[config.mk]
export PLATFORM = sky130hd
export DESIGN_NAME = palette_index_pixel_packer_top_flat
export DESIGN_NICKNAME = d
export VERILOG_FILES = /design/src/sv/pip_pkg.sv /design/src/sv/pip_pixel_if.sv /design/src/sv/pip_word_if.sv /design/src/sv/palette_index_pixel_packer_top.sv /design/src/sv/pip_front.sv /design/src/sv/pip_queue.sv /design/src/sv/pip_back.sv /design/src/flat_wrapper.sv
export SDC_FILE = /design/constraint.sdc
export NUM_CORES = 1
export LEC_CHECK = 0
export BUFFER_PORTS_ARGS = -buffer_cell sky130_fd_sc_hd__buf_2
export CAP_MARGIN = 40
export CORE_MARGIN = 8
export CORE_UTILIZATION = 39
export DETAILED_ROUTE_END_ITERATION = 6
export PLACE_DENSITY = 0.6
export SLEW_MARGIN = 20
export SYNTH_ARGS = -nofsm -noshare
export SYNTH_HDL_FRONTEND = slang
export SYNTH_SLANG_ARGS = --single-unit
[constraint.sdc]
create_clock -name clk -period 3.95 [get_ports clk]
set_input_delay 0.395 -clock clk [delete_from_list [all_inputs] [get_ports clk]]
set_output_delay 0.395 -clock clk [all_outputs]
set_load 0.05 [all_outputs]
[src/sv/pip_pkg.sv]
`timescale 1ns / 1ps
// ----------------------------------------------------------------------------
// pip_pkg
// Shared types and constants for the palette index pixel packer.
// ----------------------------------------------------------------------------
package pip_pkg;

    localparam int MAX_ENTRIES = 3;
    localparam int COLOR_W     = 12;
    localparam int PAL_W       = MAX_ENTRIES * COLOR_W;
    localparam int WORD_W      = 16;
    localparam int APB_AW      = 3;
    localparam int APB_DW      = 32;

    // register indexes (byte address is 4 * index)
    localparam logic [0:0] REG_ALPHA_THRESHOLD = 1'b0;
    localparam logic [3:0] THRESH_RESET        = 4'hF;

    typedef logic [COLOR_W-1:0] rgb_t;
    typedef logic [1:0]         pal_idx_t;
    typedef logic [1:0]         used_t;
    typedef logic [PAL_W-1:0]   pal_t;

    // classified pixel handed from front to back
    typedef struct packed {
        pal_idx_t idx;
        logic     last;
        logic     ovf;
        used_t    used;
        pal_t     pal;
    } q_item_t;

    typedef struct packed {
        logic [WORD_W-1:0] packed_word;
        logic              last_word;
        logic              overflow_seen;
        used_t             colors_used;
        pal_t              palette_colors;
    } word_t;

endpackage

[src/sv/pip_pixel_if.sv]
`timescale 1ns / 1ps
// ----------------------------------------------------------------------------
// pip_pixel_if
// Pixel channel: RGBA8888 plus end-of-image mark, valid/ready handshake.
// ----------------------------------------------------------------------------
interface pip_pixel_if;
    logic       valid;
    logic       ready;
    logic [7:0] red;
    logic [7:0] green;
    logic [7:0] blue;
    logic [7:0] alpha;
    logic       last_pixel;

    modport source (output valid, red, green, blue, alpha, last_pixel, input ready);
    modport sink   (input valid, red, green, blue, alpha, last_pixel, output ready);
endinterface

[src/sv/pip_word_if.sv]
`timescale 1ns / 1ps
// ----------------------------------------------------------------------------
// pip_word_if
// Packed word channel: indices, palette and status, valid/ready handshake.
// ----------------------------------------------------------------------------
interface pip_word_if;
    logic        valid;
    logic        ready;
    logic [15:0] packed_word;
    logic        last_word;
    logic        overflow_seen;
    logic [1:0]  colors_used;
    logic [35:0] palette_colors;

    modport source (output valid, packed_word, last_word, overflow_seen, colors_used,
                    palette_colors, input ready);
    modport sink   (input valid, packed_word, last_word, overflow_seen, colors_used,
                    palette_colors, output ready);
endinterface

[src/sv/palette_index_pixel_packer_top.sv]
`timescale 1ns / 1ps
// A word's final pixel is registered in the queue, then the word in the output register.
// Throughput: one pixel per cycle if the queue has room, set by the palette compare and
// allocate in the front; at most one word per cycle leaves the output register.
// Reset (rst_n, async, active low) empties the queue and output register, clears
// the palette, packer and overflow flag, and sets alpha_threshold to 15.
// ----------------------------------------------------------------------------
// palette_index_pixel_packer_top
// RGBA pixels in, packed 2-bit palette indices out, APB threshold register.
// ----------------------------------------------------------------------------
module palette_index_pixel_packer_top #(
    parameter int INDEX_BITS      = 2,
    parameter int PIXELS_PER_WORD = 8
) (
    input  logic                       clk,
    input  logic                       rst_n,
    pip_pixel_if.sink                  pixels,
    pip_word_if.source                 words,
    input  logic                       psel,
    input  logic                       penable,
    input  logic                       pwrite,
    input  logic [pip_pkg::APB_AW-1:0] paddr,
    input  logic [pip_pkg::APB_DW-1:0] pwdata,
    output logic [pip_pkg::APB_DW-1:0] prdata,
    output logic                       pready
);
    import pip_pkg::*;

    logic [3:0] thresh_reg;
    logic       thresh_sel;
    q_item_t    push_item;
    logic       push_valid;
    logic       push_ready;
    q_item_t    pop_item;
    logic       pop_valid;
    logic       pop_ready;

    assign pready     = 1'b1;
    assign thresh_sel = (paddr[2] == REG_ALPHA_THRESHOLD);
    assign prdata     = thresh_sel ? APB_DW'(thresh_reg) : '0;

    always_ff @(posedge clk or negedge rst_n)
    begin
        if (!rst_n)
        begin
            thresh_reg <= THRESH_RESET;
        end
        else if (psel && penable && pwrite && pready && thresh_sel)
        begin
            thresh_reg <= pwdata[3:0];
        end
    end

    pip_front #(
        .INDEX_BITS (INDEX_BITS)
    ) u_front (
        .clk             (clk),
        .rst_n           (rst_n),
        .alpha_threshold (thresh_reg),
        .pixels          (pixels),
        .push_item       (push_item),
        .push_valid      (push_valid),
        .push_ready      (push_ready)
    );

    pip_queue u_queue (
        .clk        (clk),
        .rst_n      (rst_n),
        .push_item  (push_item),
        .push_valid (push_valid),
        .push_ready (push_ready),
        .pop_item   (pop_item),
        .pop_valid  (pop_valid),
        .pop_ready  (pop_ready)
    );

    pip_back #(
        .INDEX_BITS      (INDEX_BITS),
        .PIXELS_PER_WORD (PIXELS_PER_WORD)
    ) u_back (
        .clk       (clk),
        .rst_n     (rst_n),
        .pop_item  (pop_item),
        .pop_valid (pop_valid),
        .pop_ready (pop_ready),
        .words     (words)
    );

endmodule

[src/sv/pip_front.sv]
`timescale 1ns / 1ps
// ----------------------------------------------------------------------------
// pip_front
// Reduces pixels to RGB444/A4, looks up or allocates a palette entry and
// pushes the index with a palette snapshot into the queue.
// ----------------------------------------------------------------------------
module pip_front #(
    parameter int INDEX_BITS = 2
) (
    input  logic               clk,
    input  logic               rst_n,
    input  logic [3:0]         alpha_threshold,
    pip_pixel_if.sink          pixels,
    output pip_pkg::q_item_t   push_item,
    output logic               push_valid,
    input  logic               push_ready
);
    import pip_pkg::*;

    localparam int IDX_LIMIT   = (1 << INDEX_BITS) - 1;
    localparam int ENTRY_LIMIT = (IDX_LIMIT < MAX_ENTRIES) ? IDX_LIMIT : MAX_ENTRIES;

    rgb_t                   store_reg [MAX_ENTRIES];
    rgb_t                   store_next [MAX_ENTRIES];
    logic [MAX_ENTRIES-1:0] valid_reg;
    logic [MAX_ENTRIES-1:0] valid_next;
    logic                   ovf_reg;
    logic                   ovf_next;

    rgb_t     rgb;
    logic [3:0] a4;
    logic     transparent;
    logic     hit_any;
    logic     free_any;
    pal_idx_t hit_idx;
    pal_idx_t free_idx;
    pal_idx_t idx;
    logic     accept;

    assign rgb         = {pixels.red[7:4], pixels.green[7:4], pixels.blue[7:4]};
    assign a4          = pixels.alpha[7:4];
    assign transparent = (rgb == '0) || (a4 < alpha_threshold);
    assign accept      = pixels.valid && push_ready;

    // palette fills in order, so a hit always sits below the first free entry
    always_comb
    begin
        hit_any  = 1'b0;
        free_any = 1'b0;
        hit_idx  = '0;
        free_idx = '0;
        for (int j = MAX_ENTRIES - 1; j >= 0; j--)
        begin
            if (j < ENTRY_LIMIT)
            begin
                if (valid_reg[j] && (store_reg[j] == rgb))
                begin
                    hit_any = 1'b1;
                    hit_idx = pal_idx_t'(j + 1);
                end
                if (!valid_reg[j])
                begin
                    free_any = 1'b1;
                    free_idx = pal_idx_t'(j);
                end
            end
        end
    end

    always_comb
    begin
        store_next = store_reg;
        valid_next = valid_reg;
        ovf_next   = ovf_reg;
        idx        = '0;
        if (!transparent)
        begin
            if (hit_any)
            begin
                idx = hit_idx;
            end
            else if (free_any)
            begin
                idx                  = free_idx + pal_idx_t'(1);
                store_next[free_idx] = rgb;
                valid_next[free_idx] = 1'b1;
            end
            else
            begin
                ovf_next = 1'b1;
            end
        end
    end

    always_comb
    begin
        push_item.idx  = idx;
        push_item.last = pixels.last_pixel;
        push_item.ovf  = ovf_next;
        push_item.used = used_t'($countones(valid_next));
        for (int j = 0; j < MAX_ENTRIES; j++)
        begin
            push_item.pal[j*COLOR_W +: COLOR_W] = valid_next[j] ? store_next[j] : '0;
        end
    end

    assign push_valid   = pixels.valid;
    assign pixels.ready = push_ready;

    always_ff @(posedge clk or negedge rst_n)
    begin
        if (!rst_n)
        begin
            valid_reg <= '0;
            ovf_reg   <= 1'b0;
        end
        else if (accept)
        begin
            ovf_reg   <= ovf_next;
            valid_reg <= pixels.last_pixel ? '0 : valid_next;
        end
    end

    // entries are only read while valid, so the colors need no reset
    always_ff @(posedge clk)
    begin
        if (accept)
        begin
            store_reg <= store_next;
        end
    end

endmodule

[src/sv/pip_queue.sv]
`timescale 1ns / 1ps
// ----------------------------------------------------------------------------
// pip_queue
// Two-entry queue of classified pixels between front and back.
// ----------------------------------------------------------------------------
module pip_queue (
    input  logic             clk,
    input  logic             rst_n,
    input  pip_pkg::q_item_t push_item,
    input  logic             push_valid,
    output logic             push_ready,
    output pip_pkg::q_item_t pop_item,
    output logic             pop_valid,
    input  logic             pop_ready
);
    import pip_pkg::*;

    q_item_t    mem_reg [2];
    logic       wr_ptr_reg;
    logic       rd_ptr_reg;
    logic [1:0] count_reg;
    logic [1:0] count_next;
    logic       push;
    logic       pop;

    assign push_ready = (count_reg != 2'd2);
    assign pop_valid  = (count_reg != 2'd0);
    assign pop_item   = mem_reg[rd_ptr_reg];
    assign push       = push_valid && push_ready;
    assign pop        = pop_valid && pop_ready;

    always_comb
    begin
        count_next = count_reg;
        if (push && !pop)
        begin
            count_next = count_reg + 2'd1;
        end
        else if (pop && !push)
        begin
            count_next = count_reg - 2'd1;
        end
    end

    always_ff @(posedge clk or negedge rst_n)
    begin
        if (!rst_n)
        begin
            wr_ptr_reg <= 1'b0;
            rd_ptr_reg <= 1'b0;
            count_reg  <= '0;
        end
        else
        begin
            count_reg <= count_next;
            if (push)
            begin
                wr_ptr_reg <= !wr_ptr_reg;
            end
            if (pop)
            begin
                rd_ptr_reg <= !rd_ptr_reg;
            end
        end
    end

    always_ff @(posedge clk)
    begin
        if (push)
        begin
            mem_reg[wr_ptr_reg] <= push_item;
        end
    end

endmodule

[src/sv/pip_back.sv]
`timescale 1ns / 1ps
// ----------------------------------------------------------------------------
// pip_back
// Packs indices into 16-bit words, first pixel in the top bits, and holds
// the finished word in an output register.
// ----------------------------------------------------------------------------
module pip_back #(
    parameter int INDEX_BITS      = 2,
    parameter int PIXELS_PER_WORD = 8
) (
    input  logic             clk,
    input  logic             rst_n,
    input  pip_pkg::q_item_t pop_item,
    input  logic             pop_valid,
    output logic             pop_ready,
    pip_word_if.source       words
);
    import pip_pkg::*;

    localparam int SLOT_W = (PIXELS_PER_WORD > 1) ? $clog2(PIXELS_PER_WORD) : 1;
    localparam int SHW    = $clog2(PIXELS_PER_WORD * INDEX_BITS) + 5;

    logic [WORD_W-1:0] accum_reg;
    logic [WORD_W-1:0] accum_next;
    logic [SLOT_W-1:0] slot_reg;
    word_t             out_reg;
    logic              out_valid_reg;

    logic [SHW-1:0]    shift;
    logic [WORD_W-1:0] contrib;
    logic              full;
    logic              emit;
    logic              take;

    assign shift = SHW'((SHW'(PIXELS_PER_WORD - 1) - SHW'(slot_reg)) * SHW'(INDEX_BITS));
    // slots past bit 15 are dropped
    assign contrib    = (shift < SHW'(WORD_W)) ? (WORD_W'(pop_item.idx) << shift[3:0]) : '0;
    assign accum_next = accum_reg | contrib;
    assign full       = (slot_reg == SLOT_W'(PIXELS_PER_WORD - 1));
    assign emit       = full || pop_item.last;
    assign take       = pop_valid && (!emit || !out_valid_reg || words.ready);
    assign pop_ready  = !emit || !out_valid_reg || words.ready;

    always_ff @(posedge clk or negedge rst_n)
    begin
        if (!rst_n)
        begin
            accum_reg     <= '0;
            slot_reg      <= '0;
            out_valid_reg <= 1'b0;
        end
        else
        begin
            if (take)
            begin
                if (emit)
                begin
                    accum_reg <= '0;
                    slot_reg  <= '0;
                end
                else
                begin
                    accum_reg <= accum_next;
                    slot_reg  <= slot_reg + SLOT_W'(1);
                end
            end
            if (take && emit)
            begin
                out_valid_reg <= 1'b1;
            end
            else if (words.ready)
            begin
                out_valid_reg <= 1'b0;
            end
        end
    end

    always_ff @(posedge clk)
    begin
        if (take && emit)
        begin
            out_reg.packed_word    <= accum_next;
            out_reg.last_word      <= pop_item.last;
            out_reg.overflow_seen  <= pop_item.ovf;
            out_reg.colors_used    <= pop_item.used;
            out_reg.palette_colors <= pop_item.pal;
        end
    end

    assign words.valid          = out_valid_reg;
    assign words.packed_word    = out_reg.packed_word;
    assign words.last_word      = out_reg.last_word;
    assign words.overflow_seen  = out_reg.overflow_seen;
    assign words.colors_used    = out_reg.colors_used;
    assign words.palette_colors = out_reg.palette_colors;

endmodule
[src/flat_wrapper.sv]
// flat-port wrapper written by rule: the top's interface ports become plain ports
module palette_index_pixel_packer_top_flat import pip_pkg::*;
#(
    parameter int INDEX_BITS      = 2,
    parameter int PIXELS_PER_WORD = 8
)
  (clk, rst_n, psel, penable, pwrite, paddr, pwdata, prdata, pready, pixels_valid, pixels_red, pixels_green, pixels_blue, pixels_alpha, pixels_last_pixel, pixels_ready, words_valid, words_packed_word, words_last_word, words_overflow_seen, words_colors_used, words_palette_colors, words_ready);
  pip_pixel_if pixels_i ();
  pip_word_if words_i ();
  input  logic clk;
  input  logic rst_n;
  input  logic psel;
  input  logic penable;
  input  logic pwrite;
  input  logic [pip_pkg::APB_AW-1:0] paddr;
  input  logic [pip_pkg::APB_DW-1:0] pwdata;
  output logic [pip_pkg::APB_DW-1:0] prdata;
  output logic pready;
  input wire logic [$bits(pixels_i.valid)-1:0] pixels_valid;
  input wire logic [$bits(pixels_i.red)-1:0] pixels_red;
  input wire logic [$bits(pixels_i.green)-1:0] pixels_green;
  input wire logic [$bits(pixels_i.blue)-1:0] pixels_blue;
  input wire logic [$bits(pixels_i.alpha)-1:0] pixels_alpha;
  input wire logic [$bits(pixels_i.last_pixel)-1:0] pixels_last_pixel;
  output wire logic [$bits(pixels_i.ready)-1:0] pixels_ready;
  output wire logic [$bits(words_i.valid)-1:0] words_valid;
  output wire logic [$bits(words_i.packed_word)-1:0] words_packed_word;
  output wire logic [$bits(words_i.last_word)-1:0] words_last_word;
  output wire logic [$bits(words_i.overflow_seen)-1:0] words_overflow_seen;
  output wire logic [$bits(words_i.colors_used)-1:0] words_colors_used;
  output wire logic [$bits(words_i.palette_colors)-1:0] words_palette_colors;
  input wire logic [$bits(words_i.ready)-1:0] words_ready;
  assign pixels_i.valid = pixels_valid;
  assign pixels_i.red = pixels_red;
  assign pixels_i.green = pixels_green;
  assign pixels_i.blue = pixels_blue;
  assign pixels_i.alpha = pixels_alpha;
  assign pixels_i.last_pixel = pixels_last_pixel;
  assign pixels_ready = pixels_i.ready;
  assign words_valid = words_i.valid;
  assign words_packed_word = words_i.packed_word;
  assign words_last_word = words_i.last_word;
  assign words_overflow_seen = words_i.overflow_seen;
  assign words_colors_used = words_i.colors_used;
  assign words_palette_colors = words_i.palette_colors;
  assign words_i.ready = words_ready;
  palette_index_pixel_packer_top #(.INDEX_BITS(INDEX_BITS), .PIXELS_PER_WORD(PIXELS_PER_WORD)) u_core (.clk(clk), .rst_n(rst_n), .pixels(pixels_i), .words(words_i), .psel(psel), .penable(penable), .pwrite(pwrite), .paddr(paddr), .pwdata(pwdata), .prdata(prdata), .pready(pready));
endmodule
==> metrics.txt, run 1 <==
status=completed; metal3 WL=between 1 and 1.5 mm; Reg power frac=0.402; CTS max path bufs=3; Buffers on Ports=90; CTS tree=done; Syn. warnings=0; WL final=18.2 mm; initial cell density of the core=0.399; cell taking the most area after synthesis=edfxtp_1; Post-Synthesis Cells=~590; Crit Path Category=reg -> reg; Leak=4.08 nW; die area=~0.028 sq mm; Cell variety after synth=46; power share of the clock group=0.237; sequential area share after synthesis=0.673; Final Util=0.462; Slew Limit Fails=0; Worst setup EP type=flip-flop; # clock sinks=roughly 210; Rel. slew slack=0.486; Synth top area share=0.584; Worst Path Arrival=3.21 ns; Sw Pwr=around 3.5 mW; #FFs+latches synth=roughly 210; ANT cells=0; initial DRC count=~320; clock latency on the worst-skew pair=around 0.50 ns; WL met1=roughly 7.9 mm; gpl congestion=~0.8; gr usage total=0.127; Syn Area/Cell=~15 sq um; post-synthesis mux area share=0.106; Setup Skew=around 0.012 ns; Final Setup Violations=0; Synth async-reset ratio=0.154; Synth Area in XOR/XNOR=0.0397; post-CTS resize count=0; layout cells sized above 1=0.338; Post-CTS Setup Bufs=0; Switching Share=0.362; RSZ-0062 raised after global routing=no; CTS H-Tree Depth=1; min Tclk post-route=~3 ns; # IOs=166; Die W=~170 um; Mapped Area=roughly 0.0091 sq mm; maximum clock frequency=about 340 MHz; Placement Rows=55; cts hold-fix bufs=1; largest net degree at the start of global routing=71; DR vias=4934; critical path peak fanout=24; max-cap viol count=0; core area=roughly 0.023 sq mm; Detail Placement HPWL=between 10 and 15 mm; top post-synthesis cells by area=edfxtp_1, mux2_2, dfrtp_1; Critical Path Source Type=flip-flop; power per cell area=between 900 and 1000 mW/mm^2; WP data required=4.20 ns; type of the tightest min-delay check=in -> reg; Worst Hold Slack=around 0.14 ns; max FFs per register=84; post-synthesis compound-gate area fraction=0.0589; Routed Antenna Nets=0; die height=168 um; Synth Area in Simple Gates=0.0522; period utilization=0.751; worst slew pin tran=between 0.7 and 0.8 ns; Routed met2 length=roughly 9 mm; Area Growth Syn to Fin=15.9%; initial antenna violation count=1; Worst-path clk slew=0.06 ns; Peak VDD IR=roughly 520 uV; Post-synth EDFFs=about 180; drt wl/cell=roughly 19 um; CTS root buf=clkbuf_16; Int Pwr=6.11 mW; Final Hold Fails=0; predominant post-synthesis flop cell=edfxtp_1; Synth Area in Adders=0.0105; Vias/cell=~5.0; Residual DRC=0; drt pass-1 iters=4; logic gate share of total power=0.362; vias in the first global route=approximately 5200; CTS Buf Count=23; largest family of logic cells by synthesized area=multiplexers; GR Overflow Total=0; first-pass GRT wire length=roughly 29 mm; NumNets Final=between 700 and 800; highest metal used=met5; post-route setup TNS=0 ns
power by group through the flow:
stage               combinational, mW  sequential [mW]  clock, mW
floorplan                        1.83             4.74          0
global placement                 3.38             3.86          0
detailed placement               3.48             3.90          0
CTS                              3.50             3.86       2.33
global route                     3.74             3.93       2.41
finish                           3.46             3.85       2.27
through the flow:
step                      instance area (sq um)  total power, mW  cells  setup slack, ns
after floorplan                            9160             6.57    614            0.391
after global placement                     9610             7.25    936            0.881
after detailed placement                   9640             7.38    937            0.812
after CTS                                 10500             9.69    979            0.970
after global routing                      10500             10.1    980            0.813
final                                     10500             9.58    980            0.983
cell type report:
type | count | area (sq um)
clock buffer | 31 | 666
clock inverter | 10 | 155
fill | 1977 | 12200
inverter | 22 | 82.6
multi-input combinational | 320 | 2550
sequential | 208 | 6090
tap | 285 | 357
timing repair buffer | 104 | 591
per-layer routing:
metal / up-vias / GRT usage
met5: - / 0
met4: 2 / 0.0260
met2: 127 / 0.215
met1: 2470 / 0.162
li1: 2307 / -
met3: 28 / 0.0318
cell families (layout without fill, tap and decap cells):
| logic type | count (synthesis) | after routing |
|---|---|---|
| AOI/OAI and AO/OA | 70 | 70 |
| xor gates and xnor gates | 41 | 41 |
| adders and majority gates | 7 | 7 |
| buffers and inverters | 86 | 167 |
| DFF | 208 | 208 |
| muxes | 83 | 83 |
| other | 2 | 29 |
| and+or+nand+nor | 90 | 90 |
critical path, cell delays in order (launching register included):
cell	delay, ns
dfstp_2	0.52
inv_1	0.05
ha_1	0.26
a2111o_1	0.19
o2111ai_1	0.14
and4bb_1	0.47
nor2b_4	0.67
mux2_2	0.40
worst paths after layout:
path,startpoint,end,slack (ns),cells past startpoint
worst max register to register,u_core.thresh_reg[1]$_DFFE_PN1P_,u_core.u_front.store_reg[12]$_DFFE_PP_,0.98,7
min in group asynchronous,rst_n,u_core.u_back.words.valid$_DFFE_PN0P_,0.49,2
worst min register to register,u_core.u_front.ovf_reg$_DFFE_PN0P_,u_core.u_front.ovf_reg$_DFFE_PN0P_,0.49,1
max in group asynchronous,rst_n,u_core.u_queue.rd_ptr_reg$_DFFE_PN0P_,2.95,2
worst min-delay path,pwdata[3],u_core.thresh_reg[3]$_DFFE_PN1P_,0.14,2
worst max-delay path,u_core.thresh_reg[1]$_DFFE_PN1P_,u_core.u_front.store_reg[12]$_DFFE_PP_,0.98,7
cell usage in the layout (no fill, tap or decap), drive strengths merged, types with 6 or more instances in the layout:
master	n
nand2	7
a21oi	17
edfxtp	176
xnor2	39
buf	103
dfrtp	28
inv	22
nor2b	7
a22o	38
nand4	6
conb	29
nor3	18
nor2	29
mux2	81
ha	6
clkbuf	31
Yosys cell counts, drive strengths merged, types with 7 or more instances:
cell	number
a21oi	17
a22o	38
buf	51
clkbuf	13
dfrtp	28
edfxtp	176
inv	22
mux2	81
nand2	7
nor2	29
nor2b	7
nor3	18
xnor2	39
Note: power is estimated with default switching activity, not from simulation.
==> run 2: changes to the inputs <==
Settings changed: PLACE_DENSITY 0.6 to 0.63.
Clock period 3.95 ns to 2.4 ns, I/O delays scaled along.
==> metrics.txt, run 2 (synthesis results as in run 1) <==
drt wl/cell=17.9 um (-3.9%); max-cap viol count=0 (unchanged); worst-path cell chain=inv_2 -> ha_4 -> o21a_1 -> o2111ai_2 -> and4bb_4 -> nor2b_4 -> buf_12 -> mux2_4; Final Setup Violations=26 (+26); Worst-path clk slew=0.06 ns (about the same); DR vias=5284 (+7.1%); Worst path top cell family by delay=simple AND/OR/NAND/NOR gates; maximum clock frequency=408 MHz (+21%); initial antenna violation count=1 (unchanged); Buffers on Ports=90 (unchanged); failing checks=negative setup slack; CP bufs+invs=2 (+1); initial DRC count=286 (-10%); CTS tree=done; CTS max path bufs=3 (unchanged); commonest non-fill, non-tap cell in the layout=edfxtp_1; most frequent cells in the layout=edfxtp_1, buf_2, buf_4; core area=0.0227 sq mm (unchanged); CTS H-Tree Depth=1 (unchanged); Final Hold Fails=0 (unchanged); Leak=4.55 nW (+11%); Detail Placement HPWL=12.8 mm (+5.2%); largest net degree at the start of global routing=73 (+2.8%); # clock sinks=208 (unchanged); dpl ws=-0.464 ns (-1.28 ns); ANT cells=0 (unchanged); clock latency on the worst-skew pair=0.49 ns (about the same); # IOs=166 (unchanged); Final WS setup=-0.0535 ns (-1.04 ns); vias in the first global route=5850 (+13%); RSZ-0062 raised after global routing=yes; Routed Antenna Nets=0 (unchanged); period utilization=1.02 (+0.271); Max stage delay on crit path=0.55 ns (-0.12 ns); critical path peak fanout=12 (-50%); power per cell area=1430 mW/mm^2 (+56%); gpl congestion=0.821 (+1.5%); Die W=168 um (unchanged); power share of the clock group=0.213 (-0.024); status=finished with violations; post-route setup TNS=-0.793 ns (-0.793 ns); Crit Path Category=reg -> reg; Placement Rows=55 (unchanged); Peak VDD IR=594 uV (+14%); gr usage total=0.134 (+0.00726); Setup Skew=0.00715 ns (-0.00520 ns); first-pass GRT wire length=30.5 mm (+5.2%); max FFs per register=84 (unchanged); CTS root buf=clkbuf_16; initial cell density of the core=0.399 (unchanged); Fillers=1938 (-2.0%); drt pass-1 iters=4 (unchanged); NumNets Final=849 (+12%); min Tclk post-route=2.45 ns (-0.513 ns); Sw Pwr=5.87 mW (+69%); die area=0.0283 sq mm (unchanged); Int Pwr=10.2 mW (+68%); Vias/cell=4.95 (-1.7%); Worst Path Arrival=2.70 ns (-0.51 ns); GR Overflow Total=0 (unchanged); Worst Hold Slack=0.0652 ns (-0.0755 ns); Placed Instances=1014 (+8.2%); final non-filler cell total=1068 (+9.0%); WP data required=2.64 ns (-1.56 ns); Slowest-stage cell, CP=dfstp_2; worst slew pin tran=0.599 ns (-0.171 ns); Slew Limit Fails=0 (unchanged); Reg power frac=0.391 (-0.011); logic gate share of total power=0.396 (+0.034); total power=16.1 mW (+68%); Worst setup EP type=flip-flop; Area Growth Syn to Fin=24.6%; Rel. slew slack=0.601 (+0.115); die height=168 um (unchanged); CTS Buf Count=23 (unchanged); Critical Path Source Type=flip-flop; type of the tightest min-delay check=in -> reg; Residual DRC=0 (unchanged); Switching Share=0.365 (+0.00221); layout cells sized above 1=0.421 (+0.0833); WL final=19.1 mm (+4.7%)
## run 2: through the flow
stage	instance area, sq um	util
floorplan	9240	-
global placement	10300	0.454
detailed placement	10300	0.454
CTS	11200	0.494
global route	11300	0.497
finish	11300	0.497
## run 2: worst register-to-register path, cell delays in order, from the launching register on
cell and delay [ns]:
dfstp_2 0.55, inv_2 0.06, ha_4 0.25, o21a_1 0.14, o2111ai_2 0.14, and4bb_4 0.39
nor2b_4 0.18, buf_12 0.17, mux2_4 0.32
## run 2: what timing repair did
item / in CTS / in global routing
buffers inserted: 3 / 2
cloned: 1 / 0
setup endpoints to repair: 52 / 53
endpoints found under the hold margin: 37 / 0
pin swaps: 3 / 3
gates resized for setup: 15 / 3
hold buffers: 6 / 0
## run 2: final timing paths
path,start,endpoint,slack (ns),depth (start not counted)
max reg2reg,u_core.thresh_reg[3]$_DFFE_PN1P_,u_core.u_front.store_reg[14]$_DFFE_PP_,-0.05,8
min,words_ready,u_core.u_back.words.valid$_DFFE_PN0P_,0.07,3
min in group asynchronous,rst_n,u_core.thresh_reg[3]$_DFFE_PN1P_,0.29,2
max,u_core.thresh_reg[3]$_DFFE_PN1P_,u_core.u_front.store_reg[14]$_DFFE_PP_,-0.05,8
max in group asynchronous,rst_n,u_core.thresh_reg[1]$_DFFE_PN1P_,1.86,3
min reg2reg,u_core.u_queue.count_reg[1]$_DFFE_PN0P_,u_core.u_queue.count_reg[1]$_DFFE_PN0P_,0.51,1
## run 2: routing by layer
layer,share of wire,track usage,up-vias
met5,0.00068,0,-
met4,0.018,0.0388,2
met3,0.052,0.0297,31
met2,0.49,0.234,146
met1,0.44,0.163,2619
li1,-,-,2486
## run 2: cell type report
class / count / area, sq um / area share
Tap cell: 285 / 357 / 0.0316
Clock buffer: 27 / 591 / 0.0524
Clock inverter: 14 / 149 / 0.0132
Multi-Input combinational cell: 321 / 2700 / 0.239
Sequential cell: 208 / 6090 / 0.540
Inverter: 22 / 86.3 / 0.00765
Timing Repair Buffer: 191 / 1310 / 0.116
## run 2: power by group through the flow
stage               Clock [mW]  Sequential [mW]  Combinational (mW)
CTS                       3.51             6.30                6.42
floorplan                    0             7.77                3.10
global placement             0             6.31                6.09
global route              3.65             6.43                6.84
detailed placement           0             6.36                6.26
finish                    3.43             6.29                6.38
==> run 3: changes to the inputs <==
Settings changed: ABC_AREA set to 0, CORE_UTILIZATION 39 to 50, PLACE_DENSITY 0.63 to 0.77.
Clock period 2.4 ns to 2.2 ns, I/O delays scaled along.
==> metrics.txt, run 3 (synthesis results as in run 1) <==
status=finished with violations; failing checks=negative setup slack; R2R depth=7 (-1); RSZ-0062 raised after global routing=yes; worst r2r src=u_core.thresh_reg[1]$_DFFE_PN1P_; Area Growth Syn to Fin=27.3%; first-pass GRT wire length=31.3 mm (+2.6%); DR vias=5580 (+5.6%); initial cell density of the core=0.507 (+0.109); Vias/cell=5.43 (+9.7%); r2r setup slk=-0.31 ns (-0.25 ns); period utilization=1.14 (+0.117); min Tclk post-route=2.51 ns (+0.0538 ns); ANT cells=0 (unchanged); layout cells sized above 1=0.441 (+0.0191); max FFs per register=84 (unchanged); Residual DRC=0 (unchanged); CTS max path bufs=3 (unchanged); Slew Limit Fails=0 (unchanged); Worst Hold Depth=3 (unchanged); initial antenna violation count=0 (-1); Leak=4.73 nW (+4.0%); Setup Skew=0.0221 ns (+0.0150 ns); reg-to-reg critical path endpoint=u_core.u_queue.mem_reg[1][36]$_DFFE_PP_; gr usage total=0.176 (+0.0420); Fillers=1241 (-36%); type of the tightest min-delay check=in -> reg; drt pass-1 iters=4 (unchanged); Crit Path Category=reg -> reg; maximum clock frequency=399 MHz (-2.1%); Hold Path Origin=pixels_valid; Detail Placement HPWL=12.8 mm (about the same); critical path peak fanout=6 (-6); initial DRC count=365 (+28%); WL final=19.9 mm (+4.3%); CTS H-Tree Depth=1 (unchanged); die area=0.0227 sq mm (-20%); most frequent cells in the layout=edfxtp_1, buf_4, buf_2; final non-filler cell total=1028 (-3.7%); Critical Path Source Type=flip-flop; Min-Delay Endpoint=u_core.u_queue.wr_ptr_reg$_DFFE_PN0P_; Peak VDD IR=1020 uV (+72%); worst-path cell chain=inv_2 -> ha_4 -> a2111o_1 -> o2111ai_2 -> and4bb_4 -> a21o_1 -> fa_2; die height=151 um (-11%); vias in the first global route=5943 (+1.6%); Worst Path Arrival=2.75 ns (+0.05 ns); commonest non-fill, non-tap cell in the layout=edfxtp_1; Die W=151 um (-11%); CTS Buf Count=22 (-4.3%); gpl congestion=0.890 (+8.4%); # clock sinks=208 (unchanged); drt wl/cell=19.4 um (+8.3%); WP data required=2.44 ns (-0.20 ns); core area=0.0178 sq mm (-21%); NumNets Final=865 (+1.9%); max-cap viol count=0 (unchanged); Slowest-stage cell, CP=dfstp_2; CTS root buf=clkbuf_16; Placed Instances=967 (-4.6%); Routed Antenna Nets=0 (unchanged); Final Hold Fails=0 (unchanged); power per cell area=1560 mW/mm^2 (+9.1%); Rel. slew slack=0.520 (-0.0810); worst slew pin tran=0.720 ns (+0.122 ns); Final WS setup=-0.307 ns (-0.254 ns); clock latency on the worst-skew pair=0.50 ns (about the same); Final Setup Violations=94 (+260%); Final Util=0.646 (+0.149); Worst-path clk slew=0.06 ns (about the same); # IOs=166 (unchanged); Worst setup EP type=flip-flop; GR Overflow Total=0 (unchanged); Buffers on Ports=90 (unchanged); Max stage delay on crit path=0.54 ns (about the same); Placement Rows=49 (-11%); largest net degree at the start of global routing=43 (-41%); CTS tree=done
[run 3: area by class of cell]
cell class	instances	area, sq um	share of cell area
flip-flops and latches	208	6090	0.529
multi-input cells	322	2860	0.248
repair buffers	207	1520	0.132
clock buffers	28	614	0.0533
well taps	229	287	0.0249
inverters	22	86.3	0.00749
clock inverters	12	66.3	0.00575
[run 3: metrics by stage]
step | TNS (ns) | worst slack, ns | power, mW | instance area, sq um | hold WS [ns]
2_1_floorplan | -14.36 | -0.338 | 12.0 | 9330 | -0.0756
3_3_place_gp | -20.68 | -0.554 | 13.7 | 10400 | 0.291
3_5_place_dp | -29.95 | -0.680 | 14.0 | 10400 | 0.312
4_1_cts | -17.16 | -0.304 | 18.0 | 11500 | 0.0450
5_1_grt | -24.89 | -0.390 | 18.7 | 11500 | 0.0803
6_report | -18.15 | -0.307 | 17.9 | 11500 | 0.0724
[run 3: how the worst max path moves through the flow]
stage | from | depth (start not counted) | end
after floorplan | u_core.thresh_reg[1]$_DFFE_PN1P_ | 10 | u_core.u_front.store_reg[16]$_DFFE_PP_
after CTS | u_core.thresh_reg[1]$_DFFE_PN1P_ | 7 | u_core.u_queue.mem_reg[0][36]$_DFFE_PP_
final | u_core.thresh_reg[1]$_DFFE_PN1P_ | 7 | u_core.u_queue.mem_reg[1][36]$_DFFE_PP_
after detailed placement | u_core.thresh_reg[3]$_DFFE_PN1P_ | 7 | u_core.u_front.store_reg[13]$_DFFE_PP_
after global placement | u_core.thresh_reg[1]$_DFFE_PN1P_ | 7 | u_core.u_front.store_reg[12]$_DFFE_PP_
after global routing | u_core.thresh_reg[1]$_DFFE_PN1P_ | 7 | u_core.u_queue.mem_reg[0][36]$_DFFE_PP_
[run 3: layer usage]
metal	up-vias	global-route usage	wire length, um
met5	-	0	0
met4	0	0.0705	566
met3	47	0.0373	1390
met2	247	0.297	9880
met1	2764	0.217	8080
li1	2522	-	-
[run 3: where the power goes]
| group | total (mW) | switching, mW | leakage, nW | internal [mW] |
|---|---|---|---|---|
| sequential | 6.87 | 0.536 | 2.09 | 6.34 |
| clock | 3.43 | 1.46 | 0.338 | 1.98 |
| combinational | 7.64 | 4.69 | 2.30 | 2.94 |
[run 3: worst max-delay path, delay by kind of cell (launching register included)]
family          cells  cell delay, ns
compound gates      3            0.73
fa+ha+maj           2            0.67
buf+inv             1            0.05
flops               1            0.54
simple gates        1            0.26
[run 3: repair_timing]
action,in CTS,in global routing
buffers inserted,7,4
gates resized for setup,32,6
endpoints found under the setup margin,114,117
endpoints found under the hold margin,38,0
hold buffers,7,0
gates cloned,5,0
pin swaps,13,9
